**src/hw/rtl/bsfp_pkg.sv**
```systemverilog
// bsfp_pkg: types, constants and codes for the byte stuffed frame packer
// no dependencies; used by bsfp_front, bsfp_queue, bsfp_back and the top
package bsfp_pkg;

  // frame layout
  localparam logic [7:0] MARK_BYTE    = 8'hFF;
  localparam logic [7:0] FILL_BYTE    = 8'h00;
  localparam logic [7:0] OP_BAD_LO    = 8'h00;
  localparam logic [7:0] OP_BAD_HI    = 8'hFF;
  localparam logic [7:0] LEN_MORE     = 8'd13;
  localparam logic [7:0] LEN_LAST     = 8'd12;
  localparam logic [4:0] POS_FIRST    = 5'd3;
  localparam logic [4:0] POS_LAST_PL  = 5'd14;
  localparam logic [4:0] POS_LEN      = 5'd15;
  localparam logic [3:0] PAD_LAST_POS = 4'd14;

  // command queue
  localparam int QDEPTH = 4;
  localparam int QPTR_W = $clog2(QDEPTH);

  typedef enum logic [1:0] {
    END_NONE,
    END_FULL,
    END_PAD
  } end_kind_t;

  typedef enum logic [3:0] {
    PH_FIRST,
    PH_STAT,
    PH_HDR0,
    PH_HDR1,
    PH_HDR2,
    PH_DATA,
    PH_STUFF,
    PH_PAD,
    PH_LEN
  } phase_t;

  // one classified input beat
  typedef struct packed {
    logic       rej;
    logic       hdr;
    logic [7:0] opc;
    logic [7:0] data;
    logic       stuff;
    end_kind_t  end_kind;
    logic [3:0] pad_pos;
    logic [7:0] len_byte;
  } cmd_t;

  // queue handshake between queue and back
  typedef struct packed {
    logic valid;
    logic ready;
  } qhs_t;

endpackage

```
**src/hw/rtl/bsfp_in_if.sv**
```systemverilog
// bsfp_in_if: input channel of the frame packer (message bytes)
// no dependencies
interface bsfp_in_if;
  logic       valid;
  logic       ready;
  logic [7:0] data_byte;
  logic [7:0] opcode;
  logic       message_last;

  modport source (output valid, data_byte, opcode, message_last, input ready);
  modport sink   (input valid, data_byte, opcode, message_last, output ready);
endinterface

```
**src/hw/rtl/bsfp_out_if.sv**
```systemverilog
// bsfp_out_if: result channel of the frame packer (frame stream bytes)
// no dependencies
interface bsfp_out_if;
  logic       valid;
  logic       ready;
  logic [7:0] frame_byte;
  logic       frame_end;
  logic       run_last;
  logic       status;

  modport source (output valid, frame_byte, frame_end, run_last, status, input ready);
  modport sink   (input valid, frame_byte, frame_end, run_last, status, output ready);
endinterface

```
**src/hw/rtl/bsfp_front.sv**
```systemverilog
// bsfp_front: accepts message bytes, tracks message and frame state, classifies
// each beat into a command; depends on bsfp_pkg and bsfp_in_if
module bsfp_front (
  input  logic          clk,
  input  logic          rst_n,
  bsfp_in_if.sink       in_ch,
  output bsfp_pkg::cmd_t cmd,
  output logic          push,
  input  logic          q_full
);

  logic       in_msg_r, in_msg_nxt;
  logic       rej_r, rej_nxt;
  logic [7:0] held_r, held_nxt;
  logic [3:0] pos_r, pos_nxt;

  logic [7:0] cur_op;
  logic       cur_rej;
  logic [4:0] cur_pos;
  logic       hdr;
  logic [4:0] p_start;
  logic       stuff;
  logic [4:0] p_after;
  logic       full;

  assign in_ch.ready = !q_full;
  assign push        = in_ch.valid && !q_full;

  // classify the beat against the current message and frame state
  always_comb begin
    cur_op  = in_msg_r ? held_r : in_ch.opcode;
    cur_rej = in_msg_r ? rej_r
                       : (in_ch.opcode == bsfp_pkg::OP_BAD_LO ||
                          in_ch.opcode == bsfp_pkg::OP_BAD_HI);
    cur_pos = in_msg_r ? {1'b0, pos_r} : 5'd0;
    hdr     = (cur_pos < bsfp_pkg::POS_FIRST) || (cur_pos > bsfp_pkg::POS_LAST_PL);
    p_start = hdr ? bsfp_pkg::POS_FIRST : cur_pos;
    stuff   = (in_ch.data_byte == bsfp_pkg::MARK_BYTE) && (p_start != bsfp_pkg::POS_LAST_PL);
    p_after = p_start + (stuff ? 5'd2 : 5'd1);
    full    = p_after >= bsfp_pkg::POS_LEN;

    cmd.rej     = cur_rej;
    cmd.hdr     = hdr;
    cmd.opc     = cur_op;
    cmd.data    = in_ch.data_byte;
    cmd.stuff   = stuff;
    cmd.pad_pos = p_after[3:0];
    if (full) begin
      cmd.end_kind = bsfp_pkg::END_FULL;
      cmd.len_byte = in_ch.message_last ? bsfp_pkg::LEN_LAST : bsfp_pkg::LEN_MORE;
    end else if (in_ch.message_last) begin
      cmd.end_kind = bsfp_pkg::END_PAD;
      cmd.len_byte = {3'd0, p_after - bsfp_pkg::POS_FIRST};
    end else begin
      cmd.end_kind = bsfp_pkg::END_NONE;
      cmd.len_byte = {3'd0, p_after - bsfp_pkg::POS_FIRST};
    end
  end

  // next message state
  always_comb begin
    if (in_ch.message_last) begin
      in_msg_nxt = 1'b0;
      rej_nxt    = 1'b0;
      held_nxt   = cur_op;
      pos_nxt    = 4'd0;
    end else begin
      in_msg_nxt = 1'b1;
      rej_nxt    = cur_rej;
      held_nxt   = cur_op;
      if (cur_rej) begin
        pos_nxt = cur_pos[3:0];
      end else if (full) begin
        pos_nxt = 4'd0;
      end else begin
        pos_nxt = p_after[3:0];
      end
    end
  end

  // state registers
  always_ff @(posedge clk) begin
    if (!rst_n) begin
      in_msg_r <= 1'b0;
      rej_r    <= 1'b0;
      held_r   <= 8'd0;
      pos_r    <= 4'd0;
    end else if (push) begin
      in_msg_r <= in_msg_nxt;
      rej_r    <= rej_nxt;
      held_r   <= held_nxt;
      pos_r    <= pos_nxt;
    end
  end

endmodule

```
**src/hw/rtl/bsfp_queue.sv**
```systemverilog
// bsfp_queue: short command queue between front and back
// depends on bsfp_pkg
module bsfp_queue (
  input  logic           clk,
  input  logic           rst_n,
  input  bsfp_pkg::cmd_t wr_cmd,
  input  logic           push,
  output logic           full,
  output bsfp_pkg::cmd_t rd_cmd,
  output bsfp_pkg::qhs_t hs_out,
  input  logic           pop
);

  bsfp_pkg::cmd_t mem_r [bsfp_pkg::QDEPTH];
  logic [bsfp_pkg::QPTR_W-1:0] wp_r, rp_r;
  logic [bsfp_pkg::QPTR_W:0]   cnt_r, cnt_nxt;
  logic do_pop;

  assign full         = cnt_r == (bsfp_pkg::QPTR_W+1)'(bsfp_pkg::QDEPTH);
  assign hs_out.valid = cnt_r != '0;
  assign hs_out.ready = pop;
  assign do_pop       = pop && hs_out.valid;
  assign rd_cmd       = mem_r[rp_r];

  // fill count
  always_comb begin
    cnt_nxt = cnt_r;
    if (push && !do_pop) cnt_nxt = cnt_r + 1'b1;
    if (!push && do_pop) cnt_nxt = cnt_r - 1'b1;
  end

  // storage
  always_ff @(posedge clk) begin
    if (push) mem_r[wp_r] <= wr_cmd;
  end

  // pointers
  always_ff @(posedge clk) begin
    if (!rst_n) begin
      wp_r  <= '0;
      rp_r  <= '0;
      cnt_r <= '0;
    end else begin
      if (push) wp_r <= wp_r + 1'b1;
      if (do_pop) rp_r <= rp_r + 1'b1;
      cnt_r <= cnt_nxt;
    end
  end

endmodule

```
**src/hw/rtl/bsfp_back.sv**
```systemverilog
// bsfp_back: expands queued commands into frame bytes, one beat per cycle
// unless stalled; depends on bsfp_pkg and bsfp_out_if
module bsfp_back (
  input  logic           clk,
  input  logic           rst_n,
  input  bsfp_pkg::cmd_t cmd,
  input  bsfp_pkg::qhs_t q_hs,
  output logic           pop,
  bsfp_out_if.source     out_ch
);

  bsfp_pkg::phase_t phase_r, phase_nxt, cur;
  logic [3:0] pad_r, pad_nxt;
  logic       advance;

  logic       out_valid_r;
  logic [7:0] byte_r;
  logic       end_r, last_r, stat_r;

  logic [7:0] o_byte;
  logic       o_end, o_done, o_stat;

  assign advance = q_hs.valid && (!out_valid_r || out_ch.ready);
  assign pop     = advance && o_done;

  // effective phase of the head command
  always_comb begin
    case (phase_r)
      bsfp_pkg::PH_FIRST: begin
        if (cmd.rej) cur = bsfp_pkg::PH_STAT;
        else if (cmd.hdr) cur = bsfp_pkg::PH_HDR0;
        else cur = bsfp_pkg::PH_DATA;
      end
      default: cur = phase_r;
    endcase
  end

  // next phase and pad counter
  always_comb begin
    phase_nxt = bsfp_pkg::PH_FIRST;
    pad_nxt   = pad_r;
    case (cur)
      bsfp_pkg::PH_HDR0: phase_nxt = bsfp_pkg::PH_HDR1;
      bsfp_pkg::PH_HDR1: phase_nxt = bsfp_pkg::PH_HDR2;
      bsfp_pkg::PH_HDR2: phase_nxt = bsfp_pkg::PH_DATA;
      bsfp_pkg::PH_DATA, bsfp_pkg::PH_STUFF: begin
        pad_nxt = cmd.pad_pos;
        if (cur == bsfp_pkg::PH_DATA && cmd.stuff) phase_nxt = bsfp_pkg::PH_STUFF;
        else if (cmd.end_kind == bsfp_pkg::END_FULL) phase_nxt = bsfp_pkg::PH_LEN;
        else if (cmd.end_kind == bsfp_pkg::END_PAD) phase_nxt = bsfp_pkg::PH_PAD;
        else phase_nxt = bsfp_pkg::PH_FIRST;
      end
      bsfp_pkg::PH_PAD: begin
        pad_nxt = pad_r + 1'b1;
        phase_nxt = (pad_r == bsfp_pkg::PAD_LAST_POS) ? bsfp_pkg::PH_LEN : bsfp_pkg::PH_PAD;
      end
      default: phase_nxt = bsfp_pkg::PH_FIRST;
    endcase
  end

  // beat contents for the current phase
  always_comb begin
    o_byte = bsfp_pkg::FILL_BYTE;
    o_end  = 1'b0;
    o_done = 1'b0;
    o_stat = 1'b0;
    case (cur)
      bsfp_pkg::PH_STAT: begin
        o_stat = 1'b1;
        o_done = 1'b1;
      end
      bsfp_pkg::PH_HDR0, bsfp_pkg::PH_HDR1: o_byte = bsfp_pkg::MARK_BYTE;
      bsfp_pkg::PH_HDR2: o_byte = cmd.opc;
      bsfp_pkg::PH_DATA: begin
        o_byte = cmd.data;
        o_done = !cmd.stuff && (cmd.end_kind == bsfp_pkg::END_NONE);
      end
      bsfp_pkg::PH_STUFF: o_done = cmd.end_kind == bsfp_pkg::END_NONE;
      bsfp_pkg::PH_PAD: o_byte = bsfp_pkg::FILL_BYTE;
      bsfp_pkg::PH_LEN: begin
        o_byte = cmd.len_byte;
        o_end  = 1'b1;
        o_done = 1'b1;
      end
      default: o_byte = bsfp_pkg::FILL_BYTE;
    endcase
  end

  // sequencer state
  always_ff @(posedge clk) begin
    if (!rst_n) begin
      phase_r <= bsfp_pkg::PH_FIRST;
      pad_r   <= 4'd0;
    end else if (advance) begin
      phase_r <= phase_nxt;
      pad_r   <= pad_nxt;
    end
  end

  // output register
  always_ff @(posedge clk) begin
    if (!rst_n) begin
      out_valid_r <= 1'b0;
    end else if (advance) begin
      out_valid_r <= 1'b1;
    end else if (out_ch.ready) begin
      out_valid_r <= 1'b0;
    end
  end

  always_ff @(posedge clk) begin
    if (advance) begin
      byte_r <= o_byte;
      end_r  <= o_end;
      last_r <= o_done;
      stat_r <= o_stat;
    end
  end

  assign out_ch.valid      = out_valid_r;
  assign out_ch.frame_byte = byte_r;
  assign out_ch.frame_end  = end_r;
  assign out_ch.run_last   = last_r;
  assign out_ch.status     = stat_r;

endmodule

```
**src/hw/rtl/byte_stuffed_frame_packer_top.sv**
```systemverilog
// byte_stuffed_frame_packer_top: packs message bytes into stuffed 16-byte frames
// accepted beats are queued, then registered in the back output register
// throughput: one input beat a cycle into a 4-deep command queue while it is not
// full; the back sequencer sends one result beat a cycle unless the output stalls
// reset: synchronous active-low rst_n clears message state, queue and output
// depends on bsfp_pkg, bsfp_in_if, bsfp_out_if, bsfp_front, bsfp_queue, bsfp_back
module byte_stuffed_frame_packer_top (
  input  logic        clk,
  input  logic        rst_n,
  bsfp_in_if.sink     in_ch,
  bsfp_out_if.source  out_ch
);

  bsfp_pkg::cmd_t wr_cmd, rd_cmd;
  bsfp_pkg::qhs_t q_hs;
  logic push, q_full, pop;

  // front: accept and classify
  bsfp_front u_front (
    .clk    (clk),
    .rst_n  (rst_n),
    .in_ch  (in_ch),
    .cmd    (wr_cmd),
    .push   (push),
    .q_full (q_full)
  );

  // command queue
  bsfp_queue u_queue (
    .clk    (clk),
    .rst_n  (rst_n),
    .wr_cmd (wr_cmd),
    .push   (push),
    .full   (q_full),
    .rd_cmd (rd_cmd),
    .hs_out (q_hs),
    .pop    (pop)
  );

  // back: frame byte sequencer
  bsfp_back u_back (
    .clk    (clk),
    .rst_n  (rst_n),
    .cmd    (rd_cmd),
    .q_hs   (q_hs),
    .pop    (pop),
    .out_ch (out_ch)
  );

endmodule
```
**src/flat_wrapper.sv**
```systemverilog
// flat-port wrapper written by rule: the top's interface ports become plain ports
module byte_stuffed_frame_packer_top_flat 
  (clk, rst_n, in_ch_valid, in_ch_data_byte, in_ch_opcode, in_ch_message_last, in_ch_ready, out_ch_valid, out_ch_frame_byte, out_ch_frame_end, out_ch_run_last, out_ch_status, out_ch_ready);
  bsfp_in_if in_ch_i ();
  bsfp_out_if out_ch_i ();
  input  logic clk;
  input  logic rst_n;
  input wire logic [$bits(in_ch_i.valid)-1:0] in_ch_valid;
  input wire logic [$bits(in_ch_i.data_byte)-1:0] in_ch_data_byte;
  input wire logic [$bits(in_ch_i.opcode)-1:0] in_ch_opcode;
  input wire logic [$bits(in_ch_i.message_last)-1:0] in_ch_message_last;
  output wire logic [$bits(in_ch_i.ready)-1:0] in_ch_ready;
  output wire logic [$bits(out_ch_i.valid)-1:0] out_ch_valid;
  output wire logic [$bits(out_ch_i.frame_byte)-1:0] out_ch_frame_byte;
  output wire logic [$bits(out_ch_i.frame_end)-1:0] out_ch_frame_end;
  output wire logic [$bits(out_ch_i.run_last)-1:0] out_ch_run_last;
  output wire logic [$bits(out_ch_i.status)-1:0] out_ch_status;
  input wire logic [$bits(out_ch_i.ready)-1:0] out_ch_ready;
  assign in_ch_i.valid = in_ch_valid;
  assign in_ch_i.data_byte = in_ch_data_byte;
  assign in_ch_i.opcode = in_ch_opcode;
  assign in_ch_i.message_last = in_ch_message_last;
  assign in_ch_ready = in_ch_i.ready;
  assign out_ch_valid = out_ch_i.valid;
  assign out_ch_frame_byte = out_ch_i.frame_byte;
  assign out_ch_frame_end = out_ch_i.frame_end;
  assign out_ch_run_last = out_ch_i.run_last;
  assign out_ch_status = out_ch_i.status;
  assign out_ch_i.ready = out_ch_ready;
  byte_stuffed_frame_packer_top u_core (.clk(clk), .rst_n(rst_n), .in_ch(in_ch_i), .out_ch(out_ch_i));
endmodule
```
**config.mk**
```make
export PLATFORM = sky130hd
export DESIGN_NAME = byte_stuffed_frame_packer_top_flat
export DESIGN_NICKNAME = d
export VERILOG_FILES = /design/src/hw/rtl/bsfp_pkg.sv /design/src/hw/rtl/bsfp_in_if.sv /design/src/hw/rtl/bsfp_out_if.sv /design/src/hw/rtl/bsfp_front.sv /design/src/hw/rtl/bsfp_queue.sv /design/src/hw/rtl/bsfp_back.sv /design/src/hw/rtl/byte_stuffed_frame_packer_top.sv /design/src/flat_wrapper.sv
export SDC_FILE = /design/constraint.sdc
export NUM_CORES = 1
export LEC_CHECK = 0
export ABC_CLOCK_PERIOD_IN_PS = 7700
export BUFFER_PORTS_ARGS = -buffer_cell sky130_fd_sc_hd__buf_2
export CAP_MARGIN = 10
export CORE_ASPECT_RATIO = 2
export CORE_MARGIN = 5
export CORE_UTILIZATION = 65
export DETAILED_ROUTE_END_ITERATION = 8
export PLACE_DENSITY = 0.84
export SYNTH_ARGS = -nofsm -noshare
export SYNTH_HDL_FRONTEND = slang
export SYNTH_SLANG_ARGS = --single-unit
```
**constraint.sdc**
```tcl
create_clock -name clk -period 7.7 [get_ports clk]
set_input_delay 0.385 -clock clk [delete_from_list [all_inputs] [get_ports clk]]
set_output_delay 0.385 -clock clk [all_outputs]
set_load 0.01 [all_outputs]
```
After elaboration in Yosys (flattened, before gate mapping)
Memory sizes are Yosys's and may differ from the RTL's. A register that Yosys moved wholly into a read port is not among the register bits.
Cells that the tools add are included.
{ "word_totals": {"register_bits": 41, "latchBits": 0, "ram_bits": 120, "romBits": 0, "in_bits": 21, "out_inout_bits": 13, "wordCells": 103, "memories": 1} }
{ "classes": {"add_sub_neg": 7, "mul": 0, "n_div": 0, "magnitude_cmp": 3, "eq_ne": 15, "shift": 0, "muxes": 35, "bitwise": 0, "n_reduce_logical": 28} }
{ "mem_list": {"columns": ["memory", "words", "width", "rd", "rd_ports_with_merged_regs", "write_ports", "line", "source"], "rows": [
  ["u_core.u_queue.mem_r", 4, 30, 1, 1, 1, "bsfp_queue.sv:14", "bsfp_pkg::cmd_t mem_r [bsfp_pkg::QDEPTH];"]
]} }
{ "ops": {"columns": ["op", "n"], "rows": [
  ["$mux 4", 9],
  ["$pmux 8 s4", 1],
  ["$pmux 4 s5", 1],
  ["$eq 4x3->1 const B", 4],
  ["$eq 8x8->1 const B", 2],
  ["$mux 3", 5],
  ["$mux 1", 10],
  ["$mux 2", 5],
  ["$logic_and 1x1->1", 9],
  ["$eq 4x2->1 const B", 2],
  ["$eq 4x4->1 const B", 2],
  ["$logic_not 8->1", 1],
  ["$mux 8", 1],
  ["$pmux 4 s2", 1],
  ["$reduce_bool 2->1", 3],
  ["$reduce_or 2->1", 3],
  ["$add 4x2->5", 1],
  ["$ge 5x4->1 const B", 1],
  ["$logic_not 1->1", 5],
  ["$mux 5", 1],
  ["$sub 5x2->5 const B", 1],
  ["$add 2x1->2 const B", 2],
  ["$add 4x1->4 const B", 1],
  ["$eq 4x1->1 const B", 1],
  ["other kinds (14)", 16]
]} }

Logic depth before layout (Yosys ltp)
Gate-level depths: netlist of run 1.
{ "depth": {"ltp_word": 12, "ltp_mapped": 12, "mapped_depth_nobuf": 12} }

By module
From an unflattened synthesis of run 1, not the netlist that was laid out.
{ "hier_totals": {"hier_cells": 498, "area_unflattened_um2": 7726.2} }
{ "by_module_without_submodules": {"columns": ["mod", "n_inst", "cells_each", "area_each_um2", "seq_area_each_um2"], "rows": [
  ["bsfp_queue", 1, 221, 5281.3, 4144.0],
  ["bsfp_back", 1, 140, 1301.2, 510.5],
  ["bsfp_front", 1, 137, 1143.6, 280.3]
]} }

Least setup slack after synthesis of run 1
Ideal clock, no wire load.
{ "synth_timing": {"kind": "register to register", "startpoint": "reg u_core.u_front.in_msg_r", "endpoint": "mem u_core.u_queue.mem_r[0][0] (netlist bit) (data pin)", "setup_ps": 278, "arrival_time_ps": 3132, "required_time_ps": 7422, "slack_ps": 4290, "stages_incl_launch_ff": 12, "n_path_buf": 2, "period_less_slack_ps": 3410, "path_cell_list": "dfxtp_1 > clkbuf_1 > clkbuf_1 > or3b_2 > fa_1 > ha_1 > a21oi_1 > inv_1 > a41oi_1 > o41a_1 > inv_1 > mux2i_1"} }
{ "synth_rtl": {"columns": ["element", "line", "source"], "rows": [
  ["start: declaration", "bsfp_front.sv:12", "logic in_msg_r, in_msg_nxt;"],
  ["start signal: assignment", "bsfp_front.sv:89", "in_msg_r <= in_msg_nxt;"],
  ["end: declaration", "bsfp_queue.sv:14", null]
]} }

==> impl_results.md, run 1 <==
- CP Max Fanout: 38
- Switching Fraction: 0.3102
- Outcome: complete, no violations
- Syn avg cell area: 14.19 sq um
- H-tree depth: 4
- Boundary pin count: 34
- Design Power: 2.763 mW
- Detailed-route DRC error count: 0
- Post-synth EDFFs: 131
- Initial antenna violation count: 0
- Int Power: 1.906 mW
- Setup slack after layout: 3.427 ns
- Post-synth ARST share: 0
- Synth Instances: 495
- Fmax: 234.0 MHz
- DRT iter0 DRCs: 409
- Post-synth top flop: edfxtp_1
- P_sw: 857.1 uW
- NumNets Final: 560
- TNS Setup: 0 ns
- CP Data Required Time: 8.05 ns
- Post-CTS Resized: 0
- Skew final: 0.01116 ns
- Final WL: 15,260 microns
- Synth Warn #: 0
- Clk network pwr share: 0.311
- Cell taking the most area after synthesis: edfxtp_1
- Hold_ws: 0.1863 ns
- Clock transition at path regs: 0.07 ns
- Vias in the first global route: 4,561
- Clock buffer depth: 2
- PwrDens: 350.1 nW/um^2
- Final Cycle Share: 0.5549
- DR vias: 4,413
- Post-route minimum period: 4.273 ns
- Synth cell count leaders: edfxtp_1 (131), nand2_1 (51), dfxtp_1 (32)
- Filler instances: 588
- Met2 Use GR: 0.4728
- Worst Setup End Kind: flip-flop
- CP Class: flip-flop to flip-flop
- Syn nets: 528
- CTS tree: done
- Post-DP HPWL: 9676 microns
- Global routing usage on met1: 0.2469
- Comb pwr share: 0.253
- Sequential power share: 0.436
- Diode count: 0
- Slew Limit Fails: 0
- DIE AREA: 13,110 sq um
- Post-Syn Area: 7022 sq um
- Die Ht: 157.0 microns
- PortBufs: 33
- Detailed Routing Iterations Pass 1: 5
- Worst-Margin Slew: 0.8814 ns
- Pleak: 2.720 nW
- Cell Rows: 53
- GR peak layer: met2
- Met3 track demand over resource: 0.04715
- Synth top area share: 0.5602
- Final setup fails: 0
- Initial Utilization: 0.6660
- First-pass GRT wire length: 24,080 microns
- Total track usage: 0.2424
- Vias/cell: 6.518
- Number of CTS-inserted buffers: 17
- VDD IR-drop max: 0.2337 mV
- Min-delay src: in_ch_data_byte[0]
- RD Place Congestion: 0.8443
- Worst relative slew slack: 0.4070
- WP data arrival: 4.62 ns
- Wire per inst: 22.53 microns
- RSZ-0062 raised after global routing: false
- Post-synthesis cell type count: 65
- Clk sinks: 163
- Clock Latency Late Sink: 0.42 ns
- Setup repair bufs after CTS: 0
- Antenna-violating nets left: 0
- Final Util: 0.7484
- Die Wd: 83.50 microns
- Root buffer cell: clkbuf_16
- Core Box Area: 10,540 sq um
- Area delta synth->final: 12.38%
- Gr ovfl total: 0
- Critical Path Start Type: flip-flop
- Largest net degree at the start of global routing: 39
- Seq cells post-synth: 163
- Min-Delay Path Class: primary input to flip-flop
- Area contributors post-synth: edfxtp_1 (56%), dfxtp_1 (9.1%), mux4_2 (6.7%)
- Max_cap viols: 0
- Count leader, synth: edfxtp_1
- Number of hold buffers added after CTS: 0
- Seq/Total Area, Yosys: 0.6515
- Hold Violations, Final: 0
- DP Worst Slack: 3.440 ns
- Share of cells above drive strength 1: 0.2037
per-stage QoR:
stage               instances  area, sq um
global placement          644         7282
floorplan                 495         7022
finish                    677         7891
global route              677         7891
CTS                       676         7885
detailed placement        644         7282
layout by cell type, fill, tap and decap left out, types with 3 or more instances in the layout:
| cell type | netlist | routed |
|---|---|---|
| nand2_1 | 51 | 51 |
| edfxtp_1 | 131 | 131 |
| buf_4 | 0 | 4 |
| dfxtp_1 | 32 | 31 |
| xor2_1 | 6 | 6 |
| o22ai_1 | 4 | 4 |
| mux4_2 | 21 | 21 |
| and3_2 | 0 | 3 |
| a21oi_1 | 26 | 26 |
| ha_1 | 10 | 10 |
| mux2i_1 | 19 | 19 |
| mux2_2 | 8 | 8 |
| clkinvlp_4 | 0 | 4 |
| a22oi_1 | 3 | 3 |
| o211ai_1 | 4 | 4 |
| clkbuf_16 | 0 | 17 |
| nand4_1 | 5 | 5 |
| and2_1 | 3 | 3 |
| bufinv_16 | 0 | 3 |
| o21ai_0 | 11 | 11 |
| nand3b_1 | 4 | 4 |
| nor4_1 | 4 | 4 |
| o221ai_1 | 4 | 4 |
| nand3_1 | 14 | 14 |
| nor2_1 | 22 | 22 |
| buf_2 | 2 | 33 |
| nor3_1 | 7 | 7 |
| or3_1 | 5 | 5 |
| a32o_1 | 4 | 4 |
| inv_1 | 20 | 20 |
| and3_1 | 8 | 5 |
final cells by class:
class                   instances  area (sq um)  share of cell area
flip-flops and latches        163          4576              0.5798
well taps                     137         171.4             0.02172
clock buffers                  20         446.7             0.05660
inverters                      21         78.83            0.009989
repair buffers                 38         200.2             0.02537
clock inverters                12         156.4             0.01982
multi-input cells             286          2262              0.2867
metal layers:
metal,up-vias,part of all wire
met2,168,0.58
met5,-,0
li1,1972,-
met4,0,0.034
met1,2235,0.34
met3,38,0.045
critical path: stages, from the launching register on:
cell,delay [ns]
dfxtp_2,0.33
buf_4,0.56
mux4_1,0.76
or4b_4,0.60
a211oi_2,0.40
or2_1,0.17
and2_1,0.13
ha_1,0.18
inv_1,0.06
fa_1,0.37
xor2_1,0.17
or3_1,0.30
a21oi_1,0.14
state kept, by name (all words and copies together) (netlist names), named ones only:
register,count
u_core.u_back.out_ch.valid,1
u_core.u_front.rej_r,1
u_core.u_back.out_ch.run_last,1
u_core.u_queue.rp_r,2
u_core.u_back.pad_r,4
u_core.u_queue.cnt_r,3
u_core.u_queue.mem_r,120
u_core.u_back.phase_r,4
u_core.u_front.pos_r,4
u_core.u_front.held_r,8
u_core.u_front.in_msg_r,1
u_core.u_back.out_ch.status,1
u_core.u_back.out_ch.frame_end,1
u_core.u_back.out_ch.frame_byte,8
u_core.u_queue.wp_r,2
kinds of logic (layout without fill, tap and decap cells):
| family | count (synthesis) | count (layout) | synth area share |
|---|---|---|---|
| mux | 49 | 49 | 0.1110 |
| flops | 163 | 163 | 0.6515 |
| simple gates | 136 | 136 | 0.09498 |
| fa+ha+maj | 12 | 12 | 0.02352 |
| xor+xnor | 7 | 7 | 0.008731 |
| buf+inv | 46 | 91 | 0.02708 |
| compound gates | 82 | 82 | 0.08321 |
power groups by stage:
stage	Combinational [mW]	Sequential, mW	Clock, mW
floorplan	0.442	1.19	0
global placement	0.661	1.21	0
detailed placement	0.682	1.22	0
CTS	0.692	1.20	0.865
global route	0.759	1.21	0.903
finish	0.700	1.20	0.859
path summary, 6_finish.rpt:
kind                            endpoint  slack, ns  depth (start not counted)
max              u_core.u_queue.cnt_r[2]       3.43                         12
min          u_core.u_queue.mem_r[3][12]       0.19                          1
max reg2reg      u_core.u_queue.cnt_r[2]       3.43                         12
min reg2reg     u_core.u_front.held_r[1]       0.46                          2
Power figures use the tool's default switching activity.
==> run 2: changes to the inputs <==
ABC_AREA = 1   (was default)
ABC_CLOCK_PERIOD_IN_PS = 3900   (was 7700)
CORE_UTILIZATION = 55   (was 65)
PLACE_DENSITY = 0.75   (was 0.84)
clock period = 3.9 ns   (was 7.7 ns; I/O delays follow)
==> impl_results.md, run 2 <==
- Outcome: complete, no violations
- Cell Area, Placed: 7461 sq um
- Clock buffer depth: 2
- DRT iter0 DRCs: 285
- Count leader, synth: edfxtp_1
- Share of cells above drive strength 1: 0.1603
- First-pass GRT wire length: 24,290 microns
- Gr ovfl total: 0
- Post-route minimum period: 3.277 ns
- Max FFs per register: 120
- Clk sinks: 163
- WP data arrival: 3.42 ns
- Detailed Routing Iterations Pass 1: 5
- Hold EP: u_core.u_queue.mem_r[3][18]
- Biggest register: u_core.u_queue.mem_r
- CP Data Required Time: 4.04 ns
- Mux contribution to synthesized area: 0
- Final Cycle Share: 0.8402
- DIE AREA: 15,510 sq um
- Critical Path Start Type: primary input
- Wire per inst: 16.99 microns
- Worst relative slew slack: 0.4621
- CP Max Fanout: 10
- Vias in the first global route: 4,998
- Vias/cell: 5.662
- Max_cap viols: 0
- Most common cell after layout, fill and taps aside: edfxtp_1
- Detailed-route DRC error count: 0
- Syn avg cell area: 10.56 sq um
- Boundary pin count: 34
- Clock Latency Late Sink: 0.42 ns
- Combinational family with the most area after synthesis: simple AND/OR/NAND/NOR gates
- Cell taking the most area after synthesis: edfxtp_1
- Synth top area share: 0.5503
- Final Util: 0.6264
- Simple-gate share of the synthesized area: 0.1819
- H-tree depth: 4
- Post-Syn Area: 7148 sq um
- Post-synthesis cell type count: 43
- Synth Warn #: 0
- Internal reg-to-reg setup slack: 0.65 ns
- Finished Layout Cells: 882
- VDD IR-drop max: 0.6592 mV
- Post-synth ARST share: 0
- Area delta synth->final: 13.22%
- Die Ht: 171.2 microns
- Hold_ws: 0.01509 ns
- RSZ-0062 raised after global routing: false
- Post-synth top flop: edfxtp_1
- R2R cell count: 18
- CTS tree: done
- Root buffer cell: clkbuf_16
- NumNets Final: 750
- Area contributors post-synth: edfxtp_1 (55%), dfxtp_1 (9.0%), nand2_1 (5.8%)
- CP Class: primary input to flip-flop
- Synth Area in XOR/XNOR: 0.008402
- Adder-cell area share of the yosys netlist: 0.02311
- Hold path depth: 1
- Min-Delay Path Class: primary input to flip-flop
- Die Wd: 90.61 microns
- Critical path's largest stage delay: 0.58 ns
- Largest net degree at the start of global routing: 60
- PortBufs: 33
- Final instance area: 8093 sq um
- Worst Setup End Kind: flip-flop
- Hold Violations, Final: 0
- PwrDens: 723.8 nW/um^2
- Post-DP HPWL: 9845 microns
- Synth Instances: 677
- Total track usage: 0.1997
- Commonest cells after routing, fill and taps aside: edfxtp_1 (131), nand2_1 (110), nor2_1 (83), o21ai_0 (69), nand3_1 (47)
- Fmax: 305.2 MHz
- Final setup fails: 0
- Filler instances: 963
- Synth cell count leaders: edfxtp_1 (131), nand2_1 (110), nor2_1 (87)
- Compound-cell area share of the yosys netlist: 0.09995
- Cell count after placement: 845
- Most frequent CP cell: ha_1
- TNS Setup: 0 ns
- Number of CTS-inserted buffers: 17
- Slowest CP cell: fa_1
- Core Box Area: 12,920 sq um
- Min-delay src: in_ch_data_byte[6]
- DR vias: 4,994
- Post-synth EDFFs: 131
- Seq cells post-synth: 163
- Slew Limit Fails: 0
- Antenna-violating nets left: 0
- Pleak: 3.028 nW
- Worst flop-to-flop path endpoint: u_core.u_queue.cnt_r[2]
- Cell Rows: 59
- Post-CTS Resized: 0
- CP Cell Sequence: dlygate4sd3_1 > buf_2 > nand4_1 > nor2_1 > nand2_1 > ha_1 > fa_1 > ha_1 > a21oi_1 > nand3b_1 > nand2_2 > nor3_1
- Initial Utilization: 0.5533
- Clock transition at path regs: 0.07 ns
- Worst-Margin Slew: 0.8015 ns
- Diode count: 0
- Seq/Total Area, Yosys: 0.6399
- RD Place Congestion: 0.9068
- Initial antenna violation count: 0
- Skew final: 0.01169 ns
- Final WL: 14,990 microns
- Syn nets: 710
run 2: changes by cell type after synthesis, sizes merged, moves of 5 or more:
cell	change
and3	-7
inv	+33
mux2	-8
mux2i	-19
mux4	-22
nand2	+69
nand3	+37
nand4	+8
nor2	+71
o21ai	+63
o22ai	+15
or3	-5
run 2: cell families (layout without fill, tap and decap cells):
family          after synthesis  count (layout)
compound gates              127             127
xor+xnor                      6               6
flops                       163             163
fa+ha+maj                    12              12
buf+inv                      82             135
simple gates                287             287
run 2: power breakdown:
part	switching (mW)	internal [mW]	total (mW)
Clock	0.760	0.857	1.62
Sequential	0.129	2.27	2.40
Combinational	1.28	0.570	1.85
run 2: worst max-delay path: cells and delay by family:
kind / cells / cell delay, ns
buffers and inverters: 2 / 0.67
adders and majority gates: 3 / 1.11
and+or+nand+nor: 6 / 1.30
AOI/OAI and AO/OA: 1 / 0.12
run 2: area by class of cell:
class	instances	area (sq um)	area share
timing repair buffer	47	282.8	0.03494
inverter	56	212.7	0.02628
sequential	163	4576	0.5654
tap	152	190.2	0.02350
clock inverter	15	156.4	0.01933
clock buffer	17	425.4	0.05257
multi-input combinational	432	2250	0.2780
run 2: through the flow:
stage / power [mW] / setup slack, ns
after detailed placement: 4.268 / 0.7031
after global placement: 4.202 / 0.7921
after CTS: 5.891 / 0.6335
final: 5.858 / 0.6230
after global routing: 6.204 / 0.3768
after floorplan: 3.770 / 1.338
run 2: metal layers:
metal,global-route usage,routed length (microns),vias up,share of wire
met5,0,0,-,0
met4,0.07777,340,0,0.023
met3,0.04333,650,26,0.043
met2,0.3837,8467,141,0.56
met1,0.2077,5530,2389,0.37
li1,-,-,2438,-
run 2: how the worst max path moves through the flow:
| stage | start | cells past startpoint | slack [ns] | to |
|---|---|---|---|---|
| detailed placement | flip-flop | 18 | 0.70 | u_core.u_queue.cnt_r[2] |
| global placement | flip-flop | 18 | 0.79 | u_core.u_queue.cnt_r[2] |
| floorplan | u_core.u_queue.cnt_r[1] | 5 | 1.34 | u_core.u_queue.mem_r[0][0] |
| global route | flip-flop | 18 | 0.38 | u_core.u_queue.cnt_r[2] |
| finish | in_ch_data_byte[2] | 12 | 0.62 | u_core.u_queue.mem_r[2][4] |
| CTS | in_ch_data_byte[2] | 12 | 0.63 | u_core.u_queue.mem_r[2][4] |
run 2: repair_timing:
action                                 4_1_cts  5_1_grt
setup buffers                                0        0
endpoints found under the hold margin       20        0
hold buffers                                 5        0
==> run 3: changes to the inputs <==
ABC_CLOCK_PERIOD_IN_PS = 3200   (was 3900)
CORE_UTILIZATION = 61   (was 55)
PLACE_DENSITY = 0.79   (was 0.75)
clock period = 3.2 ns   (was 3.9 ns; I/O delays follow)
==> impl_results.md, run 3 (synthesis results as in run 2) <==
- Max layer used: met4
- Die Wd: 86.55 microns
- Final WL: 16,010 microns
- Most common cell after layout, fill and taps aside: edfxtp_1
- P_sw: 2.662 mW
- Total track usage: 0.2429
- Post-DP HPWL: 11,000 microns
- Final Cycle Share: 0.9173
- Internal reg-to-reg setup slack: 0.26 ns
- Wire per inst: 18.11 microns
- Biggest register: u_core.u_queue.mem_r
- PwrDens: 878.9 nW/um^2
- Cell Area, Placed: 7497 sq um
- Setup repair bufs after CTS: 0
- Detailed Routing Iterations Pass 1: 5
- RD Place Congestion: 0.8449
- Vias in the first global route: 5,478
- Initial antenna violation count: 0
- H-tree depth: 4
- Final setup fails: 0
- DR vias: 5,179
- Hold EP: u_core.u_front.rej_r
- Final instance area: 8184 sq um
- Worst Setup End Kind: flip-flop
- Detailed-route DRC error count: 0
- Pleak: 3.077 nW
- Antenna-violating nets left: 0
- CTS tree: done
- Filler instances: 824
- Fmax: 340.7 MHz
- Clock buffer depth: 2
- Vias/cell: 5.859
- Finished Layout Cells: 884
- Hold path depth: 4
- Boundary pin count: 34
- Clock transition at path regs: 0.07 ns
- Critical Path Start Type: flip-flop
- Clk sinks: 163
- Die Ht: 163.1 microns
- Clock Latency Late Sink: 0.42 ns
- Max_cap viols: 0
- DIE AREA: 14,110 sq um
- Post-route minimum period: 2.935 ns
- Worst flop-to-flop path endpoint: u_core.u_queue.mem_r[1][1]
- Clk network pwr share: 0.269
- Area delta synth->final: 14.49%
- CP Max Fanout: 10
- Cell Rows: 56
- Critical path's largest stage delay: 0.45 ns
- WL met3: 729 microns
- Reg2reg start: u_core.u_front.in_msg_r
- Register area: 4576 sq um
- Wire length on met1: 5438 microns
- Cell count after placement: 844
- VDD IR-drop max: 0.5007 mV
- Comb pwr share: 0.325
- Min-delay src: in_ch_message_last
- Int Power: 4.531 mW
- Number of CTS-inserted buffers: 17
- PortBufs: 33
- CP delay by family, top: simple AND/OR/NAND/NOR gates
- Worst-Margin Slew: 0.7831 ns
- Met2 Routed Length: 9010 microns
- Sequential power share: 0.406
- RSZ-0062 raised after global routing: false
- Skew final: 0.01350 ns
- Hold Violations, Final: 0
- TNS Setup: 0 ns
- Critical path buffer and inverter count: 0
- Gr ovfl total: 0
- Slew Limit Fails: 0
- CP Cell Sequence: nand2_2 > nor2_2 > a21oi_2 > nand3_1 > nand2_1 > ha_1 > fa_1 > ha_1 > a21oi_1 > nand3b_1 > nand2_2 > nor2_1
- Commonest cells after routing, fill and taps aside: edfxtp_1 (131), nand2_1 (110), nor2_1 (83), o21ai_0 (69), nand3_1 (47)
- R2R cell count: 12
- Worst relative slew slack: 0.4724
- Initial Utilization: 0.6146
- Largest net degree at the start of global routing: 35
- Core Box Area: 11,630 sq um
- Share of cells above drive strength 1: 0.1705
- Max FFs per register: 120
- DRT iter0 DRCs: 423
- Min-Delay Path Class: primary input to flip-flop
- Root buffer cell: clkbuf_16
- NumNets Final: 759
- First-pass GRT wire length: 25,990 microns
- Outcome: complete, no violations
- Switching Fraction: 0.3700
- CP Class: flip-flop to flip-flop
- Multi-input combinational cell area: 2277 sq um
- WP data arrival: 3.12 ns
- CP Data Required Time: 3.39 ns
- Slowest CP cell: fa_1
- Diode count: 0
==> run 3: cell types whose count changed in the layout (fill, tap and decap cells not counted), sizes merged <==
cell / previous run / this run
buf: 42 / 48
clkinv: 5 / 6
dlygate4sd3: 5 / 8
inv: 64 / 63
==> run 3: metal layers <==
metal  vias to the layer above  track usage
met4                         0       0.1454
met2                       197       0.4442
li1                       2450            -
met3                        56      0.05250
met1                      2476       0.2434
met5                         -            0
==> run 3: final cells by class <==
| type | count | area share |
|---|---|---|
| timing repair buffer | 56 | 0.04372 |
| inverter | 56 | 0.02599 |
| clock inverter | 15 | 0.01880 |
| multi-input combinational | 432 | 0.2782 |
| tap | 145 | 0.02217 |
| sequential | 163 | 0.5591 |
| clock buffer | 17 | 0.05198 |
==> run 3: through the flow <==
stage	hold WS, ns	util	setup WS, ns	total power, mW
2_1_floorplan	0.2589	-	0.6377	4.595
3_3_place_gp	0.3900	0.6446	0.4672	5.184
3_5_place_dp	0.3954	0.6446	0.3526	5.266
4_1_cts	0.09113	0.7013	0.3055	7.217
5_1_grt	0.1051	0.7036	0.003989	7.607
6_report	0.09674	0.7036	0.2646	7.193
==> run 3: worst max path at each step <==
stage | startpoint | endpoint | cells after the start
CTS | u_core.u_front.in_msg_r | u_core.u_queue.mem_r[0][4] | 12
global route | u_core.u_front.in_msg_r | u_core.u_queue.mem_r[2][2] | 13
detailed placement | u_core.u_front.in_msg_r | u_core.u_queue.mem_r[0][4] | 12
global placement | u_core.u_front.in_msg_r | u_core.u_queue.mem_r[3][0] | 14
finish | u_core.u_front.in_msg_r | u_core.u_queue.mem_r[1][1] | 12
floorplan | u_core.u_queue.cnt_r[1] | u_core.u_queue.mem_r[0][0] | 5
==> run 3: timing repair <==
action                     in CTS  in global routing
hold endpoints to repair       32                  0
resized for setup               0                  4
hold buffers                    8                  0
setup endpoints to repair       0                  4
==> run 3: worst reg2reg max path, delay by kind of cell (launching register included) <==
family | cells | cell delay, ns
AOI/OAI and AO/OA | 2 | 0.41
DFF | 1 | 0.35
adders and majority gates | 3 | 0.89
and+or+nand+nor | 7 | 1.07
==> run 3: power groups by stage <==
| stage | Clock (mW) | Combinational (mW) | Sequential (mW) |
|---|---|---|---|
| after floorplan | 0 | 1.63 | 2.96 |
| after global placement | 0 | 2.24 | 2.94 |
| after detailed placement | 0 | 2.31 | 2.96 |
| after CTS | 1.96 | 2.34 | 2.92 |
| after global routing | 2.06 | 2.59 | 2.95 |
| final | 1.93 | 2.34 | 2.92 |
